## src/dir_pkg.sv

```systemverilog
// shared types and constants for the debounced input reporter
package dir_pkg;

  localparam int TIMER_W_DEF = 32;
  localparam int GAP_W       = 8;
  localparam int LEN_W       = 4;
  localparam int PERIOD_W    = 32;
  localparam int OFFP_W      = 16;
  localparam int CFG_IDX_W   = 3;
  localparam int CFG_DATA_W  = 32;

  localparam logic [GAP_W-1:0]    GAP_RST    = 8'd3;
  localparam logic [LEN_W-1:0]    LEN_RST    = 4'd10;
  localparam logic [LEN_W-1:0]    THR_RST    = 4'd4;
  localparam logic [PERIOD_W-1:0] PERIOD_RST = 32'd100;
  localparam logic [OFFP_W-1:0]   OFFP_RST   = 16'd10;

  localparam logic [LEN_W-1:0] MATCH_MAX = 4'd15;

  typedef enum logic [CFG_IDX_W-1:0] {
    REG_SAMPLE_GAP      = 3'd0,
    REG_WINDOW_LEN      = 3'd1,
    REG_MATCH_THRESHOLD = 3'd2,
    REG_INVERT          = 3'd3,
    REG_REPORT_MODE     = 3'd4,
    REG_REPORT_PERIOD   = 3'd5,
    REG_OFFLINE_PERIOD  = 3'd6
  } cfg_reg_t;

  typedef enum logic {
    DEST_HOST     = 1'b0,
    DEST_NEIGHBOR = 1'b1
  } dest_t;

  typedef enum logic {
    MODE_TICK = 1'b0,
    MODE_READ = 1'b1
  } in_mode_t;

  // request from the timing logic to the window logic
  typedef struct packed {
    logic en;
    logic pin;
  } dir_sample_t;

  // window settings
  typedef struct packed {
    logic [LEN_W-1:0] window_len;
    logic [LEN_W-1:0] match_threshold;
    logic             invert;
  } dir_win_cfg_t;

endpackage

```

## src/dir_debounce.sv

```systemverilog
// majority window: reference capture, match counting and debounced value
module dir_debounce (
  input  logic                  clk,
  input  logic                  rst_n,
  input  dir_pkg::dir_sample_t  sample,
  input  dir_pkg::dir_win_cfg_t win_cfg,
  output logic                  logic_value,
  output logic                  logic_value_nxt
);
  import dir_pkg::*;

  logic [LEN_W-1:0] window_count_r, window_count_nxt;
  logic [LEN_W-1:0] match_count_r, match_count_nxt;
  logic             reference_r, reference_nxt;
  logic             logic_value_r;

  logic [LEN_W:0]   len;
  logic [LEN_W:0]   count_inc;
  logic [LEN_W-1:0] match_inc;
  logic             ref_now;

  always_comb begin
    // a zero length means a full sixteen-sample window
    len       = (win_cfg.window_len == '0) ? (LEN_W+1)'(1 << LEN_W)
                                           : {1'b0, win_cfg.window_len};
    ref_now   = (window_count_r == '0) ? sample.pin : reference_r;
    match_inc = match_count_r;
    if (sample.pin == ref_now && match_count_r < MATCH_MAX) begin
      match_inc = match_count_r + LEN_W'(1);
    end
    count_inc = {1'b0, window_count_r} + (LEN_W+1)'(1);

    window_count_nxt = window_count_r;
    match_count_nxt  = match_count_r;
    reference_nxt    = reference_r;
    logic_value_nxt  = logic_value_r;
    if (sample.en) begin
      reference_nxt = ref_now;
      if (count_inc >= len) begin
        window_count_nxt = '0;
        match_count_nxt  = '0;
        if (match_inc > win_cfg.match_threshold) begin
          logic_value_nxt = ref_now ^ win_cfg.invert;
        end
      end else begin
        window_count_nxt = count_inc[LEN_W-1:0];
        match_count_nxt  = match_inc;
      end
    end
  end

  always_ff @(posedge clk) begin
    if (!rst_n) begin
      window_count_r <= '0;
      match_count_r  <= '0;
      reference_r    <= 1'b0;
      logic_value_r  <= 1'b0;
    end else begin
      window_count_r <= window_count_nxt;
      match_count_r  <= match_count_nxt;
      reference_r    <= reference_nxt;
      logic_value_r  <= logic_value_nxt;
    end
  end

  assign logic_value = logic_value_r;

endmodule

```

## src/debounced_input_reporter.sv

```systemverilog
// top level of the debounced input reporter
// Input channel (in_valid/in_ready): one word per tick or host read request,
// fields in_mode, in_pin_level, in_online. Config channel (cfg_valid/cfg_ready)
// writes register cfg_index with cfg_data; it is always ready, and the user must
// write it only while the block is idle, which the block itself does not enforce.
// Result channel (out_valid/out_ready) carries out_destination and out_value,
// at most one result word per input word. An accepted word sits in an input
// register, is processed in a single pass through the timer compares and window
// logic, and any result lands in the output register that drives out_valid.
// Throughput is one word per cycle while the receiver takes results; the
// input register advances whenever the output register is empty or being
// read, so a stalled receiver holds one result and one pending input word and
// then backpressures through in_ready.
// Synchronous reset clears the timers, window state, debounced value, the
// pipeline valid flags and loads the default register values.
module debounced_input_reporter #(
  parameter int TIMER_WIDTH = dir_pkg::TIMER_W_DEF
) (
  input  logic                           clk,
  input  logic                           rst_n,
  input  logic                           in_valid,
  output logic                           in_ready,
  input  logic                           in_mode,
  input  logic                           in_pin_level,
  input  logic                           in_online,
  input  logic                           cfg_valid,
  output logic                           cfg_ready,
  input  logic [dir_pkg::CFG_IDX_W-1:0]  cfg_index,
  input  logic [dir_pkg::CFG_DATA_W-1:0] cfg_data,
  output logic                           out_valid,
  input  logic                           out_ready,
  output logic                           out_destination,
  output logic                           out_value
);
  import dir_pkg::*;

  // configuration registers
  logic [GAP_W-1:0]    sample_gap_r;
  dir_win_cfg_t        win_cfg_r;
  logic                report_mode_r;
  logic [PERIOD_W-1:0] report_period_r;
  logic [OFFP_W-1:0]   offline_period_r;

  // input stage
  logic in_valid_r, mode_r, pin_r, online_r;

  // timers
  logic [TIMER_WIDTH-1:0] sample_elapsed_r, sample_elapsed_nxt;
  logic [TIMER_WIDTH-1:0] online_elapsed_r, online_elapsed_nxt;
  logic [TIMER_WIDTH-1:0] offline_elapsed_r, offline_elapsed_nxt;
  logic [TIMER_WIDTH-1:0] sample_inc, online_inc, offline_inc;
  logic                   previous_value_r, previous_value_nxt;

  // output stage
  logic out_valid_r, out_dest_r, out_value_r;

  logic        advance, tick, emit, emit_dest, take_sample;
  logic        logic_value, logic_value_nxt;
  dir_sample_t sample;

  assign cfg_ready = 1'b1;

  always_ff @(posedge clk) begin
    if (!rst_n) begin
      sample_gap_r              <= GAP_RST;
      win_cfg_r.window_len      <= LEN_RST;
      win_cfg_r.match_threshold <= THR_RST;
      win_cfg_r.invert          <= 1'b0;
      report_mode_r             <= 1'b0;
      report_period_r           <= PERIOD_RST;
      offline_period_r          <= OFFP_RST;
    end else if (cfg_valid) begin
      case (cfg_reg_t'(cfg_index))
        REG_SAMPLE_GAP:      sample_gap_r              <= cfg_data[GAP_W-1:0];
        REG_WINDOW_LEN:      win_cfg_r.window_len      <= cfg_data[LEN_W-1:0];
        REG_MATCH_THRESHOLD: win_cfg_r.match_threshold <= cfg_data[LEN_W-1:0];
        REG_INVERT:          win_cfg_r.invert          <= cfg_data[0];
        REG_REPORT_MODE:     report_mode_r             <= cfg_data[0];
        REG_REPORT_PERIOD:   report_period_r           <= cfg_data[PERIOD_W-1:0];
        REG_OFFLINE_PERIOD:  offline_period_r          <= cfg_data[OFFP_W-1:0];
        default: ;
      endcase
    end
  end

  assign advance  = in_valid_r && (!out_valid_r || out_ready);
  assign in_ready = !in_valid_r || advance;
  assign tick     = (in_mode_t'(mode_r) == MODE_TICK);

  always_comb begin
    sample_inc  = sample_elapsed_r + TIMER_WIDTH'(1);
    online_inc  = online_elapsed_r + TIMER_WIDTH'(1);
    offline_inc = offline_elapsed_r + TIMER_WIDTH'(1);
    take_sample = sample_inc > TIMER_WIDTH'(sample_gap_r);
  end

  assign sample.en  = advance && tick && take_sample;
  assign sample.pin = pin_r;

  dir_debounce u_debounce (
    .clk             (clk),
    .rst_n           (rst_n),
    .sample          (sample),
    .win_cfg         (win_cfg_r),
    .logic_value     (logic_value),
    .logic_value_nxt (logic_value_nxt)
  );

  always_comb begin
    sample_elapsed_nxt  = sample_elapsed_r;
    online_elapsed_nxt  = online_elapsed_r;
    offline_elapsed_nxt = offline_elapsed_r;
    previous_value_nxt  = previous_value_r;
    emit                = 1'b0;
    emit_dest           = DEST_HOST;
    if (advance) begin
      if (!tick) begin
        emit = 1'b1;
      end else begin
        sample_elapsed_nxt  = take_sample ? '0 : sample_inc;
        online_elapsed_nxt  = online_inc;
        offline_elapsed_nxt = offline_inc;
        if (online_r) begin
          if (!report_mode_r) begin
            if (PERIOD_W'(online_inc) > report_period_r) begin
              online_elapsed_nxt = '0;
              emit               = 1'b1;
            end
          end else if (logic_value_nxt != previous_value_r) begin
            previous_value_nxt = logic_value_nxt;
            emit               = 1'b1;
          end
        end else if (PERIOD_W'(offline_inc) > PERIOD_W'(offline_period_r)) begin
          offline_elapsed_nxt = '0;
          emit                = 1'b1;
          emit_dest           = DEST_NEIGHBOR;
        end
      end
    end
  end

  always_ff @(posedge clk) begin
    if (!rst_n) begin
      in_valid_r        <= 1'b0;
      out_valid_r       <= 1'b0;
      sample_elapsed_r  <= '0;
      online_elapsed_r  <= '0;
      offline_elapsed_r <= '0;
      previous_value_r  <= 1'b0;
    end else begin
      if (in_ready) begin
        in_valid_r <= in_valid;
      end
      if (advance) begin
        out_valid_r <= emit;
      end else if (out_ready) begin
        out_valid_r <= 1'b0;
      end
      sample_elapsed_r  <= sample_elapsed_nxt;
      online_elapsed_r  <= online_elapsed_nxt;
      offline_elapsed_r <= offline_elapsed_nxt;
      previous_value_r  <= previous_value_nxt;
    end
  end

  // payload registers
  always_ff @(posedge clk) begin
    if (in_valid && in_ready) begin
      mode_r   <= in_mode;
      pin_r    <= in_pin_level;
      online_r <= in_online;
    end
    if (advance && emit) begin
      out_dest_r  <= emit_dest;
      out_value_r <= logic_value_nxt;
    end
  end

  assign out_valid       = out_valid_r;
  assign out_destination = out_dest_r;
  assign out_value       = out_value_r;

  // a read request always yields a host word carrying the held value
  a_read_reply: assert property (@(posedge clk) disable iff (!rst_n)
    (advance && !tick) |=> (out_valid && out_destination == DEST_HOST
                            && out_value == $past(logic_value)))
    else $error("read request did not produce a host word");

  // a stalled result word is never dropped
  a_hold_result: assert property (@(posedge clk) disable iff (!rst_n)
    (out_valid_r && !out_ready) |=> out_valid_r)
    else $error("result word lost while receiver stalled");

  // taking a sample restarts the sample timer
  a_sample_restart: assert property (@(posedge clk) disable iff (!rst_n)
    sample.en |=> (sample_elapsed_r == '0))
    else $error("sample timer not restarted");

  // neighbor words only come from offline ticks
  a_neighbor_offline: assert property (@(posedge clk) disable iff (!rst_n)
    (advance && emit && emit_dest == DEST_NEIGHBOR) |-> (tick && !online_r))
    else $error("neighbor word outside offline tick");

  // time stands still on a read request
  a_read_no_time: assert property (@(posedge clk) disable iff (!rst_n)
    (advance && !tick) |=> $stable(online_elapsed_r) && $stable(offline_elapsed_r))
    else $error("read request advanced a timer");

endmodule

```

## config.mk

```make
export PLATFORM = sky130hd
export DESIGN_NAME = debounced_input_reporter
export DESIGN_NICKNAME = d
export VERILOG_FILES = /design/src/dir_pkg.sv /design/src/dir_debounce.sv /design/src/debounced_input_reporter.sv
export SDC_FILE = /design/constraint.sdc
export NUM_CORES = 1
export LEC_CHECK = 0
export BUFFER_PORTS_ARGS = -buffer_cell sky130_fd_sc_hd__buf_4
export CAP_MARGIN = 20
export CORE_UTILIZATION = 50
export DETAILED_ROUTE_END_ITERATION = 8
export PLACE_DENSITY = 0.75
export SLEW_MARGIN = 20
export SYNTH_ARGS = -nofsm -noshare
export SYNTH_HDL_FRONTEND = slang
export SYNTH_HIERARCHICAL = 1
export SYNTH_SLANG_ARGS = --single-unit
```

## constraint.sdc

```tcl
create_clock -name clk -period 4.46 [get_ports clk]
set_input_delay 0.223 -clock clk [delete_from_list [all_inputs] [get_ports clk]]
set_output_delay 0.223 -clock clk [all_outputs]
set_load 0.01 [all_outputs]
```

==> results of run 1 <==
routing by layer:
layer | GRT usage | up-vias | part of all wire
met5 | 0 | - | 0
met4 | 0.0760 | 0 | 0.017
met3 | 0.0328 | 29 | 0.029
met2 | 0.408 | 164 | 0.49
met1 | 0.297 | 4438 | 0.46
li1 | - | 4779 | -
layout make-up:
class,instances,share of cell area
Timing Repair Buffer,71,0.0457
Clock buffer,19,0.0375
Tap cell,280,0.0283
Clock inverter,13,0.0165
Multi-Input combinational cell,1047,0.553
Inverter,76,0.0231
Sequential cell,180,0.296
final timing paths:
path | from | end | slack (ns)
max | sample_elapsed_r[1] | out_value | 0.22
min | in_valid | in_valid_r | 0.02
min reg2reg | u_debounce/logic_value | u_debounce/logic_value | 0.46
max reg2reg | sample_elapsed_r[1] | out_value | 0.22
repair_timing:
action,in CTS,in global routing
endpoints found under the hold margin,3,0
resized for setup,0,16
hold buffers,3,0
setup endpoints to repair,0,35
buffers inserted,0,6
critical path, stage by stage (launching register included):
cell     delay, ns
dfxtp_1       0.41
ha_4          0.19
and3_1        0.23
nand3_1       0.13
xnor2_2       0.18
ha_1          0.31
a21o_1        0.16
a21oi_1       0.18
a21oi_2       0.10
nor4b_1       0.30
nand4_1       0.22
and2_4        0.25
nand2_1       0.05
a21oi_1       0.05
and2_1        0.19
mux2_2        0.31
xor2_1        0.15
a31oi_1       0.22
nand4_1       0.15
and3b_1       0.23
layout by cell type (no fill, tap or decap), drive strengths merged, types with 4 or more instances in the layout:
| master | Yosys | routed |
|---|---|---|
| nand2b | 13 | 13 |
| a21oi | 54 | 54 |
| xnor2 | 73 | 73 |
| nor2 | 78 | 78 |
| o21a | 18 | 18 |
| buf | 17 | 68 |
| o21ai | 17 | 17 |
| nand3 | 74 | 74 |
| inv | 76 | 84 |
| o211ai | 15 | 15 |
| a31oi | 7 | 7 |
| nor3 | 31 | 31 |
| or3 | 6 | 6 |
| ha | 71 | 71 |
| xor2 | 32 | 32 |
| or2 | 10 | 10 |
| nor2b | 35 | 35 |
| a21boi | 74 | 74 |
| dfxtp | 175 | 175 |
| edfxtp | 5 | 5 |
| and4 | 11 | 11 |
| clkbuf | 56 | 19 |
| mux2i | 15 | 15 |
| a21o | 8 | 8 |
| a22oi | 5 | 5 |
| nand4 | 51 | 51 |
| bufinv | 0 | 4 |
| nor3b | 4 | 4 |
| and2 | 14 | 14 |
| nand2 | 239 | 239 |
| nor4 | 18 | 18 |
| and3 | 31 | 31 |
| a211oi | 5 | 5 |
| nand3b | 5 | 5 |
cell families (layout without fill, tap and decap cells):
family / after synthesis / count (layout) / synth area share
fa+ha+maj: 71 / 71 / 0.0803
compound gates: 221 / 221 / 0.142
other cells: 1 / 1 / 0.000339
simple gates: 631 / 631 / 0.288
mux: 18 / 18 / 0.0166
xor+xnor: 105 / 105 / 0.0831
flops: 180 / 180 / 0.330
buf+inv: 152 / 179 / 0.0604
cell usage after synthesis, drive strengths merged (6+ instances only):
cell type | number | area, µm²
buf | 17 | 110
nand3 | 74 | 375
and2 | 14 | 88.8
nand2b | 13 | 81.3
or3 | 6 | 37.5
nor3 | 31 | 178
a31oi | 7 | 65.1
mux2i | 15 | 150
and3 | 31 | 194
nor2b | 35 | 219
nor4 | 18 | 125
nor2 | 78 | 320
xor2 | 32 | 280
a21o | 8 | 60.1
a21oi | 54 | 270
dfxtp | 175 | 3500
or2 | 10 | 62.6
nand4 | 51 | 334
xnor2 | 73 | 639
and4 | 11 | 96.3
o211ai | 15 | 113
ha | 71 | 888
o21a | 18 | 135
a21boi | 74 | 567
inv | 76 | 285
nand2 | 239 | 897
clkbuf | 56 | 241
o21ai | 17 | 85.1
registers in the layout (all words and copies together) (netlist names):
name                       flops
offline_elapsed_r             32
online_elapsed_r              32
report_period_r               32
sample_elapsed_r              32
offline_period_r              16
win_cfg_r                      9
sample_gap_r                   8
u_debounce/match_count_r       4
u_debounce/window_count_r      4
in_valid_r                     1
mode_r                         1
online_r                       1
out_destination                1
out_valid                      1
out_value                      1
pin_r                          1
previous_value_r               1
report_mode_r                  1
u_debounce/logic_value         1
u_debounce/reference_r         1
where the power goes:
part	total, mW	internal [mW]	switching (mW)	leakage [nW]
combinational	0.230	0.0961	0.134	3.05
sequential	1.66	1.64	0.0210	1.46
clock	1.70	1.01	0.696	0.329
total	3.59	2.74	0.850	4.84
metrics by stage:
step            util  worst slack, ns
2_1_floorplan      -            0.303
3_3_place_gp   0.531            0.114
3_5_place_dp   0.531           0.0538
4_1_cts        0.563          0.00990
5_1_grt        0.569         -0.00323
6_report       0.569            0.216
==> metrics.md, run 1 <==
| Metric | Value |
|---|---|
| Reg area | 0.00366 mm² |
| Total grt overflow | 0 |
| Root buffer cell | clkbuf_16 |
| Final Hold Fails | 0 |
| R2R depth | 19 |
| Post-layout min period | 4.24 ns |
| Post-DP HPWL | ~18 mm |
| Gpl congestion | 0.836 |
| Crit start category | register |
| CTS tree | built |
| Asr flop ratio synth | 0 |
| Syn_area_per_cell | 8.03 µm² |
| Initial DRC count | 496 |
| Pin count of the biggest net entering global routing | 95 |
| Vias in the first global route | 8845 |
| Synthesized cell area | 0.0111 mm² |
| Die Wd | 151 µm |
| DIE AREA | 0.0227 mm² |
| CTS Buffer Depth | 2 |
| Fin nets | about 1.5k |
| Total number of vias | between 9k and 10k |
| Final WL | 25.6 mm |
| Finished Cell Area | between 0.01 and 0.015 mm² |
| Ports | 48 |
| Layout cells sized above 1 | 0.111 |
| Slew Viols, Final | 0 |
| Worst skew pair latency | between 0.4 and 0.5 ns |
| Final setup TNS | 0 ns |
| Min Hold Slack | around 0.024 ns |
| Pwr Density | 290 mW/mm² |
| Die height | 151 µm |
| Area grow syn2layout | 11.8% |
| Dpl cell area | 0.0115 mm² |
| CTS Buf Count | 17 |
| Hold depth | 3 |
| Slew of the pin with the lowest slew margin | approximately 1 ns |
| Initial antenna violation count | 0 |
| Post-synthesis sequential area ratio | 0.330 |
| Cell Rows | 54 |
| Syn Nets | 1493 |
| # fillers | 1962 |
| H-Tree Depth | 4 |
| Area of the multi-input gates | just under 0.007 mm² |
| First-pass DRT Iterations | 4 |
| Worst setup path class | register to register |
| Starting Density | 0.509 |
| # diodes | 0 |
| VDD IR-drop max | 0.000217 V |
| Total power draw | ~3.6 mW |
| Post-Syn Instances | 1379 |
| Outcome | complete, no violations |
| Routed len/inst | around 15 µm |
| Crit path required time | 4.66 ns |
| Setup-failing EPs final | 0 |
| Core ar. | ~0.022 mm² |
| Vias/cell | ~5.6 |
| Worst EP arrival | 4.44 ns |
| Placed insts | 1645 |
| CTS clk-pin slew, worst paths | ~0.07 ns |
| Peak Freq | between 0.2 and 0.25 GHz |
| HP Class | primary input to register |
| Max transition margin | 0.346 |
| Worst Skew | 0.00988 ns |
| IO buf count | 46 |
| Clock Sinks | 180 |
| Leak | 4.84 nW |
| Number of routed nets with antenna violations | 0 |
| GRT Util Overall | 0.234 |
| Synthesis Warnings | 6 |
| Max FO, Critical Path | 6 |
| Main synth FF type | dfxtp_1 |
| First-pass GRT wire length | 42.8 mm |
| Crit. End Element | register |
| Max Cap Viol | 0 |
| Synth cell types | 78 |
| Yosys reg bits | 180 |
| EDFF count, synth | 5 |
| Crit share post-route | 0.952 |
| Drc violations | 0 |
| Final Instance Count excl. Fillers | 1686 |
(Power assumes the default switching activity.)
==> run 2, diff against run 1 <==
--- a/config.mk
+++ b/config.mk
@@ -8,10 +8,10 @@
 export BUFFER_PORTS_ARGS = -buffer_cell sky130_fd_sc_hd__buf_4
 export CAP_MARGIN = 20
 export CORE_UTILIZATION = 50
+export CTS_BUF_LIST = sky130_fd_sc_hd__clkbuf_8
 export DETAILED_ROUTE_END_ITERATION = 8
 export PLACE_DENSITY = 0.75
 export SLEW_MARGIN = 20
 export SYNTH_ARGS = -nofsm -noshare
 export SYNTH_HDL_FRONTEND = slang
-export SYNTH_HIERARCHICAL = 1
 export SYNTH_SLANG_ARGS = --single-unit
==> run 2 against run 1 <==
Utilization up 0.16 points; die area down 2.1%; worst hold slack better by 0.0069 ns; synthesized cell count down 4.7%; synthesized area down 2.2%.
==> metrics.md, run 2 <==
| Metric | Value |
|---|---|
| Worst Path Buf+Inv | 1 |
| Clock Sinks | 180 |
| VDD IR-drop max | around 0.00016 V |
| Final WL | 25.2 mm |
| Synth cell types | 84 |
| Synthesis Warnings | 0 |
| Hold EP | offline_period_r[14] |
| First-pass GRT wire length | ~42 mm |
| Worst skew pair latency | around 0.48 ns |
| Syn Nets | 1428 |
| HP Class | primary input to register |
| Post-layout min period | 4.17 ns |
| Crit path required time | 4.83 ns |
| Cell Rows | 53 |
| Ports | 48 |
| Slowest stage delay, CP | 0.54 ns |
| Total grt overflow | 0 |
| GRT Util Overall | 0.237 |
| Layout cells sized above 1 | 0.106 |
| Area of the multi-input gates | about 0.0066 mm² |
| Yosys reg bits | 180 |
| Synthesized cell area | 0.0108 mm² |
| # diodes | 0 |
| Leak | about 4.8 nW |
| EDFF count, synth | 5 |
| Crit start category | register |
| Psw | 743 µW |
| Asr flop ratio synth | 0 |
| Pin count of the biggest net entering global routing | 87 |
| Pwr Density | 251 mW/mm² |
| Top post-synthesis cells by count | 197 x nand2_1, 175 x dfxtp_1, 75 x inv_1 |
| Min Hold Slack | 0.0307 ns |
| Total power draw | 3.03 mW |
| Vias in the first global route | 8804 |
| CTS tree | built |
| Yosys top cell area share | 0.324 |
| Seq pwr share | 0.543 |
| Hold depth | 3 |
| Core ar. | 0.0212 mm² |
| Commonest non-fill, non-tap cell in the layout | nand2_1 |
| Root buffer cell | clkbuf_8 |
| Clock power share | 0.383 |
| Commonest cells after routing, fill and taps aside | 197 x nand2_1, 174 x dfxtp_1, 76 x inv_1 |
| R2R depth | 16 |
| Worst setup path class | register to register |
| Max transition margin | 0.502 |
| IO buf count | 46 |
| Initial DRC count | 480 |
| Post-Syn Instances | 1314 |
| Post-DP HPWL | 17.6 mm |
| Vias/cell | 5.64 |
| Starting Density | 0.512 |
| Crit share post-route | 0.935 |
| Post-CTS setup buffer count | 0 |
| Worst-case register-to-register setup slack | 0.29 ns |
| CTS Buffer Depth | 2 |
| First-pass DRT Iterations | 5 |
| Most common cell in the synthesized netlist | nand2_1 |
| H-Tree Depth | 4 |
| Number of routed nets with antenna violations | 0 |
| Syn_area_per_cell | about 8.2 µm² |
| CP cell instances | nand4_2 -> nor3_4 -> nand4_2 -> or3_4 -> or4_4 -> xnor2_1 -> ha_1 -> nand2_1 -> nor3_1 -> and2_1 -> a311o_1 -> a21oi_2 -> buf_4 -> o21ai_0 -> a22oi_1 -> nor2b_1 |
| Area grow syn2layout | 11.4% |
| Drc violations | 0 |
| Crit. End Element | register |
| Fin nets | ~1.5k |
| Placed insts | 1588 |
| Routed len/inst | 15.3 µm |
| Reg area | 0.00365 mm² |
| Worst EP arrival | 4.54 ns |
| Final Hold Fails | 0 |
| Die height | 149 µm |
| # fillers | 1923 |
| Worst Skew | 0.0112 ns |
| Cell family with most CP delay | simple AND/OR/NAND/NOR gates |
| Cell mode on critical path | nand4_2 |
| Gpl congestion | 0.885 |
| Final setup TNS | 0 ns |
| CTS Buf Count | 17 |
| Max Cap Viol | 0 |
| Max FO, Critical Path | 22 |
| Comb power frac | 0.074 |
| Die Wd | between 100 and 150 µm |
| Slowest CP cell | or4_4 |
| Slew of the pin with the lowest slew margin | 0.747 ns |
| Slew Viols, Final | 0 |
| Internal | 2.29 mW |
| Final design utilization | 0.570 |
| Area leader, netlist | dfxtp_1 |
| Worst r2r src | online_elapsed_r[2] |
| Post-synthesis sequential area ratio | 0.337 |
| Final Instance Count excl. Fillers | 1647 |
| Peak Freq | 0.240 GHz |
| FF-to-FF End | online_elapsed_r[5] |
| Main synth FF type | dfxtp_1 |
| Min-delay src | cfg_data[14] |
| Outcome | complete, no violations |
| Setup-failing EPs final | 0 |
| Synth area leaders | dfxtp_1 32%, ha_1 8.2%, nand2_1 6.8%, a21boi_0 5.1%, xnor2_1 3.7% |
| Sw Share | 0.245 |
| CTS clk-pin slew, worst paths | 0.09 ns |
| Initial antenna violation count | 0 |
| Total number of vias | 9290 |
| DIE AREA | 0.0223 mm² |
## run 2: changes by cell type in the layout (fill, tap and decap cells not counted), sizes merged, moves of 20 or more
cell and change:
nand2 -38, o21ai +31, nand3 -30, xnor2 -27, dlygate4sd3 +24, a21oi -20
## run 2: worst reg2reg max path, delay by kind of cell (launching register included)
kind | cells | cell delay (ns)
adder cells (fa/ha/maj) | 1 | 0.29
buffers and inverters | 1 | 0.30
AND/OR/NAND/NOR | 9 | 1.98
AO/OA/AOI/OAI | 4 | 0.90
flip-flops | 1 | 0.44
XOR/XNOR | 1 | 0.15
## run 2: cell type report
cell class                      instances  area share
Multi-Input combinational cell        995       0.550
Sequential cell                       180       0.303
Clock inverter                         11      0.0104
Timing Repair Buffer                   89      0.0610
Tap cell                              275      0.0285
Clock buffer                           21      0.0240
Inverter                               76      0.0236
## run 2: how the worst max path moves through the flow
stage / from / end / slack [ns] / depth (start not counted)
4_1_cts: offline_elapsed_r[0] / offline_elapsed_r[3] / 0.24 / 17
5_1_grt: online_elapsed_r[1] / online_elapsed_r[23] / -0.01 / 18
2_1_floorplan: online_elapsed_r[2] / out_destination / 0.24 / 17
3_5_place_dp: offline_elapsed_r[0] / offline_elapsed_r[14] / 0.26 / 17
3_3_place_gp: offline_elapsed_r[0] / offline_elapsed_r[7] / 0.30 / 17
6_report: online_elapsed_r[2] / online_elapsed_r[5] / 0.29 / 16
## run 2: kinds of logic (layout without fill, tap and decap cells)
kind of cell	after synthesis	count (layout)	synth area share
XOR/XNOR	85	85	0.0687
other	1	1	0.000346
multiplexers	15	15	0.0142
AND/OR/NAND/NOR	564	564	0.276
adder cells (fa/ha/maj)	71	71	0.0820
flip-flops	180	180	0.337
buffers and inverters	139	197	0.0557
AO/OA/AOI/OAI	259	259	0.165
## run 2: per-stage QoR
stage / worst slack, ns / cell area (µm²)
detailed placement: 0.265 / 11300
finish: 0.290 / 12100
global route: -0.0138 / 12100
floorplan: 0.239 / 10800
CTS: 0.238 / 12000
global placement: 0.296 / 11300
## run 2: layer usage
layer / wire, µm / track usage / vias up
met3: 900 / 0.0284 / 50
met5: 0 / 0 / -
li1: - / - / 4670
met1: 11700 / 0.309 / 4366
met2: 11800 / 0.393 / 204
met4: 739 / 0.108 / 0
## run 2: power groups by stage
stage                     clock, mW  combinational (mW)  sequential [mW]
after floorplan                   0               0.127             1.68
after global placement            0               0.200             1.68
after detailed placement          0               0.204             1.68
after CTS                      1.19               0.224             1.65
after global routing           1.25               0.247             1.65
final                          1.16               0.226             1.65
## run 2: timing repair
item / CTS / global route
endpoints found under the hold margin: 32 / 0
hold buffers: 27 / 0
resized for setup: 0 / 9
endpoints found under the setup margin: 0 / 38
